$ cat src/rtl/sbmg_pkg.sv
// ============================================================================
// sbmg_pkg: shared types and constants for the seed block match unit
// Field structs, opcodes, register indexes and the datapath command/status.
// ============================================================================
package sbmg_pkg;

    localparam int MAX_DIM    = 256;
    localparam int MAX_SEED   = 16;
    localparam int PIXEL_BITS = 24;

    localparam int CW = $clog2(MAX_DIM);      // coordinate bits
    localparam int DW = CW + 1;               // extent bits
    localparam int SW = $clog2(MAX_SEED) + 1; // seed bits
    localparam int AW = 2 * CW;               // store address bits

    localparam logic [1:0] OP_LOAD_A = 2'd0;
    localparam logic [1:0] OP_LOAD_B = 2'd1;
    localparam logic [1:0] OP_START  = 2'd2;

    localparam logic [2:0] REG_SEED     = 3'd0;
    localparam logic [2:0] REG_WIDTH_A  = 3'd1;
    localparam logic [2:0] REG_HEIGHT_A = 3'd2;
    localparam logic [2:0] REG_WIDTH_B  = 3'd3;
    localparam logic [2:0] REG_HEIGHT_B = 3'd4;

    typedef struct packed {
        logic [1:0]  opcode;
        logic [7:0]  pix_x;
        logic [7:0]  pix_y;
        logic [23:0] pix_value;
    } in_item_t;

    typedef struct packed {
        logic       found;
        logic [7:0] a_col;
        logic [7:0] a_row;
        logic [7:0] b_col;
        logic [7:0] b_row;
        logic [8:0] match_width;
        logic [8:0] match_height;
    } out_item_t;

    // controller -> datapath
    typedef struct packed {
        logic init;       // load effective config, clear positions
        logic rd;         // issue store reads at current compare address
        logic cmp_next;   // advance the inner compare index
        logic seed_next;  // advance the seed position (raster)
        logic grow_w;     // accept column: w++, reset k
        logic grow_h;     // accept row: h++, reset k
        logic start_row;  // reset k for row growth
        logic found;      // record hit
    } dp_cmd_t;

    // datapath -> controller
    typedef struct packed {
        logic none;       // no seed position at all
        logic seed_last;  // current seed position is the last one
        logic cmp_last;   // current compare index is the last of its scan
        logic col_ok;     // another column fits in both images
        logic row_ok;     // another row fits in both images
        logic eq;         // registered read data equal
    } dp_sts_t;

endpackage

$ cat src/rtl/sbmg_ctrl.sv
// ============================================================================
// sbmg_ctrl: sequencer for seed search and region growth
// Issues one store read per step and checks the compare once the registered read data is back.
// ============================================================================
module sbmg_ctrl import sbmg_pkg::*; (
    input  logic    aclk,
    input  logic    aresetn,
    input  logic    start,
    input  dp_sts_t sts,
    input  logic    res_taken,
    output dp_cmd_t cmd,
    output logic    busy,
    output logic    res_valid
);

    typedef enum logic [2:0] {
        ST_IDLE, ST_INIT, ST_SEED_RD, ST_SEED_CHK,
        ST_COL_CHK0, ST_COL_RD, ST_ROW_CHK0, ST_ROW_RD
    } state_t;

    state_t state_reg;
    logic   res_valid_reg;
    logic   busy_reg;

    // ST_*_RD: address presented, data arrives next cycle (ST_*_CHK style).
    // Col/row scans reuse RD state with a pending flag.
    logic   pend_reg;

    always_comb begin
        cmd = '0;
        unique case (state_reg)
            ST_IDLE:     ;
            ST_INIT:     ;
            ST_SEED_RD:  ;
            ST_SEED_CHK: begin
                if (!sts.eq) cmd.seed_next = !sts.seed_last;
                else if (!sts.cmp_last) cmd.cmp_next = 1'b1;
                else cmd.found = 1'b1;
            end
            ST_COL_CHK0: begin
                // no room for another column: switch to row growth
                cmd.start_row = !sts.col_ok;
            end
            ST_COL_RD: begin
                if (pend_reg && sts.eq) begin
                    if (sts.cmp_last) cmd.grow_w = 1'b1;
                    else cmd.cmp_next = 1'b1;
                end else if (pend_reg) cmd.start_row = 1'b1;
            end
            ST_ROW_CHK0: ;
            ST_ROW_RD: begin
                if (pend_reg && sts.eq) begin
                    if (sts.cmp_last) cmd.grow_h = 1'b1;
                    else cmd.cmp_next = 1'b1;
                end
            end
            default: ;
        endcase
        cmd.init = (state_reg == ST_IDLE) && start;
    end

    always_ff @(posedge aclk) begin
        if (!aresetn) begin
            state_reg     <= ST_IDLE;
            res_valid_reg <= 1'b0;
            busy_reg      <= 1'b0;
            pend_reg      <= 1'b0;
        end else begin
            if (res_valid_reg && res_taken) res_valid_reg <= 1'b0;
            pend_reg <= 1'b0;
            unique case (state_reg)
                ST_IDLE: begin
                    if (start) begin
                        state_reg <= ST_INIT;
                        busy_reg  <= 1'b1;
                    end
                end
                ST_INIT: begin
                    if (sts.none) begin
                        state_reg <= ST_IDLE; busy_reg <= 1'b0;
                        res_valid_reg <= 1'b1;
                    end else state_reg <= ST_SEED_RD;
                end
                ST_SEED_RD: state_reg <= ST_SEED_CHK;
                ST_SEED_CHK: begin
                    if (!sts.eq && sts.seed_last) begin
                        state_reg <= ST_IDLE; busy_reg <= 1'b0;
                        res_valid_reg <= 1'b1;
                    end else if (sts.eq && sts.cmp_last) state_reg <= ST_COL_CHK0;
                    else state_reg <= ST_SEED_RD;
                end
                ST_COL_CHK0: begin
                    if (sts.col_ok) state_reg <= ST_COL_RD;
                    else state_reg <= ST_ROW_CHK0;
                end
                ST_COL_RD: begin
                    if (!pend_reg) pend_reg <= 1'b1;
                    else if (!sts.eq) state_reg <= ST_ROW_CHK0;
                    else if (sts.cmp_last) state_reg <= ST_COL_CHK0;
                end
                ST_ROW_CHK0: begin
                    if (sts.row_ok) state_reg <= ST_ROW_RD;
                    else begin
                        state_reg <= ST_IDLE; busy_reg <= 1'b0;
                        res_valid_reg <= 1'b1;
                    end
                end
                ST_ROW_RD: begin
                    if (!pend_reg) pend_reg <= 1'b1;
                    else if (!sts.eq) begin
                        state_reg <= ST_IDLE; busy_reg <= 1'b0;
                        res_valid_reg <= 1'b1;
                    end else if (sts.cmp_last) state_reg <= ST_ROW_CHK0;
                end
                default: state_reg <= ST_IDLE;
            endcase
        end
    end

    assign busy      = busy_reg;
    assign res_valid = res_valid_reg;

`ifndef SYNTHESIS
    a_idle_no_busy: assert property (@(posedge aclk) disable iff (!aresetn)
        state_reg == ST_IDLE |-> !busy_reg) else $error("busy in idle");
    a_done_valid: assert property (@(posedge aclk) disable iff (!aresetn)
        (busy_reg && state_reg != ST_IDLE) |=> (busy_reg || res_valid_reg))
        else $error("search ended without result");
    a_one_grow: assert property (@(posedge aclk) disable iff (!aresetn)
        !(cmd.grow_w && cmd.grow_h)) else $error("grow both ways");
`endif

endmodule

$ cat config.mk
export PLATFORM = sky130hd
export DESIGN_NAME = sbmg_ctrl
export DESIGN_NICKNAME = d
export VERILOG_FILES = /design/src/rtl/sbmg_pkg.sv /design/src/rtl/sbmg_ctrl.sv
export SDC_FILE = /design/constraint.sdc
export NUM_CORES = 1
export LEC_CHECK = 0
export CAP_MARGIN = 0
export CORE_MARGIN = 10
export CORE_UTILIZATION = 40
export DETAILED_ROUTE_END_ITERATION = 10
export DONT_BUFFER_PORTS = 1
export GPL_TIMING_DRIVEN = 0
export PLACE_DENSITY_LB_ADDON = 0.12
export SYNTH_ARGS = -nofsm -noshare
export SYNTH_HDL_FRONTEND = slang
export SYNTH_SLANG_ARGS = --single-unit
$ cat constraint.sdc
create_clock -name aclk -period 2.2 [get_ports aclk]
set_clock_uncertainty 0.2 [all_clocks]
set_input_delay 0.22 -clock aclk [delete_from_list [all_inputs] [get_ports aclk]]
set_output_delay 0.22 -clock aclk [all_outputs]
set_load 0.01 [all_outputs]
==> impl_metrics.ini, run 1 <==
[status]
run_status = completed

[sta]
layout_min_cycle_time_ns = 1.891
hold_viol = 0
setup_viol = 0
period_share_pct = 85.96
final_max_slew_viol_count = 0
slew_headroom_pct = 60.28
tns_ns = 0
tightest_slew_ns = 0.5875
max_freq_mhz = 528.8
rsz0062_at_grt = false

[setup_path]
crit_fanout = 10
crit_buf_inv = 2
critPathArrivalTime_ns = 1.47
critPathKind = flop to primary output
start_kind = flop
crit_path_max_incr_delay_ns = 0.39
cp.required_ns = 1.78
cp_slowest_cell = nor3b_1
cp_top_family = simple AND/OR/NAND/NOR gates
critPathCaptureType = primary output
crit_chain = buf_2 > buf_2 > nand4_1 > nor3b_1
path_common_cell = buf_2

[routing]
drc = 0
ant_nets = 0
viasPerCell = 5.745
drt_pass1_iterations = 2
wirelength_um = 1445
wl_per_cell_um = 15.37
num_vias = 540
initialDrtViolationCount = 6

[global_route]
grt_start_max_net_pins = 11
antenna_found_initial = 0
grt_pass1_vias = 515
grt_pass1_wl_um = 2428
overflow = 0
gr-usage-all-layers_pct = 8.862

[power_and_ir_drop]
power-per-cell-area_nw_per_um2 = 454.1
peakVddDrop_mv = 0.3641
p_int_mw = 0.2052
p_sw_mw = 0.07315
power_leakage_nw = 0.2526
power_frac_clock_pct = 34.9
swShare_pct = 26.28
finalPower_mw = 0.2784
seqPwrFrac_pct = 42.9
power_frac_comb_pct = 22.2

[clock_tree]
cts_tree = done
clk_latency_ns = 0.24
cts.htree.levels = 1
cts_setup_buffers = 0
clockBufferDepth = 2
cts_made_buffers = 3
clk_pin_slew_ns = 0.04
cts_root_buffer = clkbuf_4
cts_sinks = 6

[placement]
placed_cells = 89
dp_hpwl_um = 1067
gp_congestion = 0.8834
io_buffers = 0

[synthesis]
synth_seq_cells = 6
synth_compound_area_share_pct = 24.04
synth_fp_nets = 84
syn_area_per_cell_um2 = 7.456
synth_top_cell_area_share_pct = 21.77
synth.area.mux_share_pct = 9.070
synthAdderAreaFrac_pct = 0
yosysSeqAreaShare_pct = 21.77
synth_warnings = 0
synthCells = 74
synth_cell_types = 33
yosys.area.top_type = dfxtp_1
synth_xor_area_share_pct = 0
synth_top_family_by_area = simple AND/OR/NAND/NOR gates
syn_area_um2 = 551.8
synth.top_cells.by_area = dfxtp_1 22%, mux2i_1 9.1%, a21oi_1 5.4%
synth-simple-area-share_pct = 33.33

[job]
max_cap_violations = 0

[layout]
seq_area_um2 = 120.1
fin_cells = 94
area_growth_pct = 11.11
drive_above_1_share_pct = 16.46
diodes = 0
multi_input_area_um2 = 370.4
largest_reg_flops = 3
fillers = 147
final_nets = 91

[die]
dieHeight_um = 57.14
num_rows = 13
start_util_pct = 42.40
dieArea_um2 = 3265
boundaryPins = 20
core_um2 = 1301
die_w_um = 57.14

[worst_hold_path]
hold_class = input port to flop
-- logic make-up (layout without fill, tap and decap cells) --
kind of cell           count (synthesis)  count (layout)
other                                  1               1
and+or+nand+nor                       32              32
buffers and inverters                 10              15
muxes                                  5               5
AOI/OAI and AO/OA                     20              20
DFF                                    6               6
-- layout make-up --
type,instances,share of cell area (%)
timing repair buffer,2,3.265
clock buffer,3,3.673
buffer,8,8.776
tap,15,3.061
multi-input combinational,58,60.41
sequential,6,19.59
inverter,2,1.224
-- synthesized netlist by cell type --
master     number
o2bb2ai_1       1
nor4b_1         1
or2_2           1
o21bai_1        1
nand2b_4        1
nor3b_1         3
o41ai_1         1
nand2_1         7
a21oi_1         6
or3b_1          1
and3_1          1
nor2b_1         3
buf_6           1
o221ai_1        1
inv_1           2
buf_4           3
o31a_1          1
dfxtp_1         6
nand3b_1        1
nor3_1          3
mux2i_1         5
nand2b_1        2
a2bb2oi_1       1
o22ai_1         2
o21a_1          1
nand4_1         1
buf_2           4
nor2_1          6
o21ai_0         3
conb_1          1
and3b_1         1
o311a_1         1
a31oi_1         1
-- layout by cell type (no fill, tap or decap), types with 2 or more instances in the layout --
master,instances
nor2_1,6
o21ai_0,3
nor3b_1,3
nand2_1,7
dlygate4sd3_1,2
nor2b_1,3
mux2i_1,5
inv_1,2
o22ai_1,2
nand2b_1,2
nor3_1,3
buf_4,3
clkbuf_4,3
buf_2,4
a21oi_1,6
dfxtp_1,6
-- per-stage QoR --
step / setup slack (ns) / instance area (um2) / utilization [%] / hold WS [ns]
after floorplan: 0.6951 / 551.8 / - / 0.1375
after CTS: 0.2698 / 613.1 / 47.12 / 0.03419
after global placement: 0.5312 / 570.5 / 43.85 / 0.1494
after detailed placement: 0.5294 / 570.5 / 43.85 / 0.1536
after global routing: 0.1705 / 613.1 / 47.12 / 0.07681
final: 0.3089 / 613.1 / 47.12 / 0.03504
-- power groups by stage --
stage / registers (mW) / clock network (mW) / logic (mW)
floorplan: 0.121 / 0 / 0.0476
global placement: 0.122 / 0 / 0.0556
detailed placement: 0.122 / 0 / 0.0567
CTS: 0.120 / 0.102 / 0.0612
global route: 0.120 / 0.113 / 0.0693
finish: 0.119 / 0.0970 / 0.0619
-- path summary, 6_finish.rpt --
check / start / to / slack, ns / depth (start not counted)
max: state_reg[2] / cmd[3] / 0.31 / 4
max reg2reg: state_reg[1] / busy / 0.75 / 5
min reg2reg: busy / busy / 0.35 / 2
min: res_taken / res_valid / 0.04 / 2
-- metal layers --
layer | GRT usage (%) | wire length (um) | vias to the layer above
met5 | 0 | 0 | -
met3 | 5.752 | 151 | 2
met4 | 2.013 | 14 | 0
met1 | 10.25 | 634 | 247
li1 | - | - | 275
met2 | 13.33 | 644 | 16
-- what timing repair did --
item	in CTS	in global routing
hold buffers	2	0
resized for setup	0	0
endpoints found under the hold margin	6	0
Note: power is estimated with default switching activity, not from simulation.
==> run 2: changes to the inputs <==
Settings changed: CORE_AREA set to 10 10 47 49, CORE_MARGIN 10 to unset, CORE_UTILIZATION 40 to unset, DIE_AREA set to 0 0 57 59.
==> impl_metrics.ini, run 2 (synthesis gave the netlist of run 1 again) <==
[layout]
layout_common_cells = 7 x nand2_1, 6 x nor2_1, 6 x a21oi_1, 6 x dfxtp_1, 5 x mux2i_1
diodes = 0
area_growth_pct = 11.34
largest_reg_flops = 3
final_common_cell = nand2_1
final_nets = 91
drive_above_1_share_pct = 16.46

[die]
start_util_pct = 39.37
dieArea_um2 = 3363
core_um2 = 1401
boundaryPins = 20
dieHeight_um = 59
num_rows = 14
die_w_um = 57

[setup_path]
crit_path_max_incr_delay_ns = 0.60
critPathKind = flop to flop
crit_chain = buf_6 > buf_2 > o41ai_1 > dlygate4sd3_1 > nor2_1
critPathLaunch = state_reg[1]
reg2reg_from = state_reg[1]
cp_slowest_cell = dlygate4sd3_1
start_kind = flop
ff2ff_path_depth = 5
critPathCaptureType = flop
rrSetupSlack_ns = 0.28
cp.required_ns = 2.13
crit_fanout = 10
critPathArrivalTime_ns = 1.85
r2r-end = state_reg[0]

[routing]
drc = 0
ant_nets = 0
num_vias = 535
wirelength_um = 1370
viasPerCell = 5.632
wl_per_cell_um = 14.42
initialDrtViolationCount = 15
drt_pass1_iterations = 4

[power_and_ir_drop]
power_frac_clock_pct = 35.3
swShare_pct = 26.14
p_int_mw = 0.2059
power_frac_comb_pct = 21.8
p_sw_mw = 0.07285
seqPwrFrac_pct = 42.9
power-per-cell-area_nw_per_um2 = 453.7
power_leakage_nw = 0.2515
peakVddDrop_mv = 0.3908

[sta]
hold_viol = 0
max_freq_mhz = 521.3
tns_ns = 0
slew_headroom_pct = 61.74
setup_viol = 0
final_max_slew_viol_count = 0
layout_min_cycle_time_ns = 1.918
rsz0062_at_grt = false
tightest_slew_ns = 0.5659
setup_slack_ns = 0.2818
period_share_pct = 87.19
holdWs_ns = 0.03395

[worst_hold_path]
hold_class = input port to flop
hp-start = res_taken
min_to = res_valid
hold_depth = 2

[clock_tree]
cts.htree.levels = 1
cts_root_buffer = clkbuf_4
hold_buffers = 2
cts_resized = 0
cts_setup_buffers = 0
clockBufferDepth = 2
cts_sinks = 6
clk_latency_ns = 0.24
cts_tree = done
cts_made_buffers = 3
clk_pin_slew_ns = 0.04

[placement]
gp_congestion = 0.8442
dp_slack_ns = 0.5299
io_buffers = 0
dp_hpwl_um = 1059

[global_route]
grt_pass1_vias = 498
grt_pass1_wl_um = 2318
antenna_found_initial = 0
grt_start_max_net_pins = 11
overflow = 0
gr-usage-all-layers_pct = 8.344

[job]
max_cap_violations = 0

[status]
run_status = completed
==> run 2: how the worst max path moves through the flow <==
stage	end	slack (ns)
after CTS	cmd[3]	0.27
after detailed placement	cmd[3]	0.53
after floorplan	cmd[3]	0.70
after global placement	cmd[3]	0.53
after global routing	cmd[3]	0.16
final	state_reg[0]	0.28
==> run 2: layout make-up <==
cell class / count / area, um2
fill: 153 / 787.0
multi-input combinational: 58 / 370.4
sequential: 6 / 120.1
buffer: 8 / 53.80
clock buffer: 3 / 22.52
timing repair buffer: 2 / 20.02
tap: 16 / 20.02
inverter: 2 / 7.507
==> run 2: power by group through the flow <==
| stage | logic, mW | registers (mW) | clock network, mW |
|---|---|---|---|
| after floorplan | 0.0476 | 0.121 | 0 |
| after global placement | 0.0561 | 0.122 | 0 |
| after detailed placement | 0.0555 | 0.122 | 0 |
| after CTS | 0.0608 | 0.120 | 0.101 |
| after global routing | 0.0688 | 0.120 | 0.114 |
| final | 0.0607 | 0.119 | 0.0985 |
==> run 2: per-layer routing <==
metal  share of wire [%]  wire length, um  GRT usage (%)  vias to the layer above
li1                    -                -              -                      277
met1                  46              630          10.23                      237
met2                  45              616          12.25                       21
met3                 9.0              123          4.077                        0
met4                   0                0          3.020                        0
met5                   0                0              0                        -
==> run 2: worst max-delay path, delay by kind of cell, from the launching register on <==
kind / cells / cell delay, ns
buffers and inverters: 3 / 0.91
AO/OA/AOI/OAI: 1 / 0.35
AND/OR/NAND/NOR: 1 / 0.04
flip-flops: 1 / 0.31
==> run 2: through the flow <==
stage | instances | utilization (%) | power [mW] | area [um2]
after floorplan | 74 | - | 0.1684 | 551.8
after global placement | 90 | 40.80 | 0.1777 | 571.8
after detailed placement | 90 | 40.80 | 0.1772 | 571.8
after CTS | 95 | 43.84 | 0.2814 | 614.3
after global routing | 95 | 43.84 | 0.3027 | 614.3
final | 95 | 43.84 | 0.2787 | 614.3
==> run 3: changes to the inputs <==
==> constraint.sdc (replaced) <==
create_clock -name aclk -period 2.2 [get_ports aclk]
set_clock_uncertainty 0.2 [all_clocks]
set_input_delay 0 -clock aclk [delete_from_list [all_inputs] [get_ports aclk]]
set_output_delay 0 -clock aclk [all_outputs]
set_load 0.01 [all_outputs]
==> impl_metrics.ini, run 3 (synthesis gave the netlist of run 1 again) <==
[status]
run_status = completed

[sta]
tightest_slew_ns = 0.5505
rsz0062_at_grt = false
max_freq_mhz = 499.5
final_max_slew_viol_count = 0
layout_min_cycle_time_ns = 2.002
setup_viol = 0
hold_viol = 0
period_share_pct = 90.99
tns_ns = 0
slew_headroom_pct = 62.78

[setup_path]
cp.required_ns = 2.13
critPathKind = flop to flop
crit_fanout = 10
crit_chain = buf_4 > nand3b_1 > o21ai_0 > and3_1 > o31a_1 > dlygate4sd3_1
cp_slowest_cell = dlygate4sd3_1
crit_path_max_incr_delay_ns = 0.54
critPathArrivalTime_ns = 1.93
crit_buf_inv = 2
critPathCaptureType = flop
start_kind = flop
cp_top_family = buffers and inverters

[placement]
dp_hpwl_um = 1059
gp_congestion = 0.8442
io_buffers = 0

[layout]
largest_reg_flops = 3
final_nets = 101
drive_above_1_share_pct = 14.61
fillers = 146
utilization_pct = 50.98
final_common_cell = dlygate4sd3_1
layout_common_cells = 12 x dlygate4sd3_1, 7 x nand2_1, 6 x nor2_1, 6 x a21oi_1, 6 x dfxtp_1
diodes = 0
area_growth_pct = 29.48

[routing]
wirelength_um = 1462
drc = 0
drt_pass1_iterations = 4
wl_per_cell_um = 13.92
initialDrtViolationCount = 8
ant_nets = 0
met3_length_um = 111
m1WireLength_um = 707
num_vias = 572
highest_layer = met3
wl_met2_um = 642
viasPerCell = 5.448

[die]
boundaryPins = 20
num_rows = 14
core_um2 = 1401
start_util_pct = 39.37
dieHeight_um = 59
die_w_um = 57
dieArea_um2 = 3363

[power_and_ir_drop]
power_frac_comb_pct = 25.7
p_sw_mw = 0.07624
p_int_mw = 0.2167
power_frac_clock_pct = 33.5
power-per-cell-area_nw_per_um2 = 410.0
seqPwrFrac_pct = 40.8
peakVddDrop_mv = 0.3896
swShare_pct = 26.03
power_leakage_nw = 0.3006
finalPower_mw = 0.2929

[global_route]
overflow = 0
grt_start_max_net_pins = 11
grt_pass1_vias = 538
grt_pass1_wl_um = 2477
gr-usage-all-layers_pct = 8.748
antenna_found_initial = 0

[clock_tree]
cts_root_buffer = clkbuf_4
clockBufferDepth = 2
cts_made_buffers = 3
cts_tree = done
cts_resized = 0
cts_sinks = 6
clk_latency_ns = 0.24
cts_setup_buffers = 0
cts.htree.levels = 1
clk_pin_slew_ns = 0.04

[worst_hold_path]
hold_class = input port to flop

[job]
max_cap_violations = 0
==> run 3: changes by cell type in the layout (fill, tap and decap cells not counted) <==
cell and change:
dlygate4sd3_1 +10
==> run 3: worst paths after layout <==
check	slack, ns	depth (start not counted)	from	to
worst max-delay path	0.20	6	state_reg[0]	res_valid
worst min-delay path	0.02	4	sts[5]	busy
worst max register to register	0.20	6	state_reg[0]	res_valid
worst min register to register	0.31	2	busy	busy
==> run 3: power groups by stage <==
| stage | combinational (mW) | clock (mW) | sequential, mW |
|---|---|---|---|
| floorplan | 0.0476 | 0 | 0.121 |
| global placement | 0.0561 | 0 | 0.122 |
| detailed placement | 0.0555 | 0 | 0.122 |
| CTS | 0.0748 | 0.101 | 0.120 |
| global route | 0.0840 | 0.114 | 0.120 |
| finish | 0.0752 | 0.0983 | 0.119 |
==> run 3: cell type report <==
cell class / instances / area, um2 / share of cell area, %
plain buffers: 8 / 53.80 / 7.531
clock buffers: 3 / 22.52 / 3.152
inverters: 2 / 7.507 / 1.051
multi-input cells: 58 / 370.4 / 51.84
flip-flops and latches: 6 / 120.1 / 16.81
well taps: 16 / 20.02 / 2.802
repair buffers: 12 / 120.1 / 16.81
==> run 3: repair_timing <==
| action | CTS | global route |
|---|---|---|
| hold buffers | 12 | 0 |
| setup endpoints to repair | 0 | 0 |
| hold endpoints to repair | 12 | 0 |
==> run 3: worst reg2reg max path: stages (launching register included) <==
cell,delay [ns]
dfxtp_1,0.29
buf_4,0.15
nand3b_1,0.10
o21ai_0,0.12
and3_1,0.20
o31a_1,0.28
dlygate4sd3_1,0.54
==> run 3: through the flow <==
stage | std cells | setup WS (ns) | hold WS [ns] | area (um2)
2_1_floorplan | 74 | 0.8586 | -0.1493 | 551.8
3_3_place_gp | 90 | 0.7452 | -0.1409 | 571.8
3_5_place_dp | 90 | 0.7499 | -0.1421 | 571.8
4_1_cts | 105 | 0.2297 | 0.02271 | 714.4
5_1_grt | 105 | 0.1183 | 0.04047 | 714.4
6_report | 105 | 0.1982 | 0.02095 | 714.4
==> run 3: per-layer routing <==
metal	track usage (%)	up-vias
li1	-	294
met1	10.99	260
met2	12.87	18
met3	3.863	0
met4	3.020	0
met5	0	-
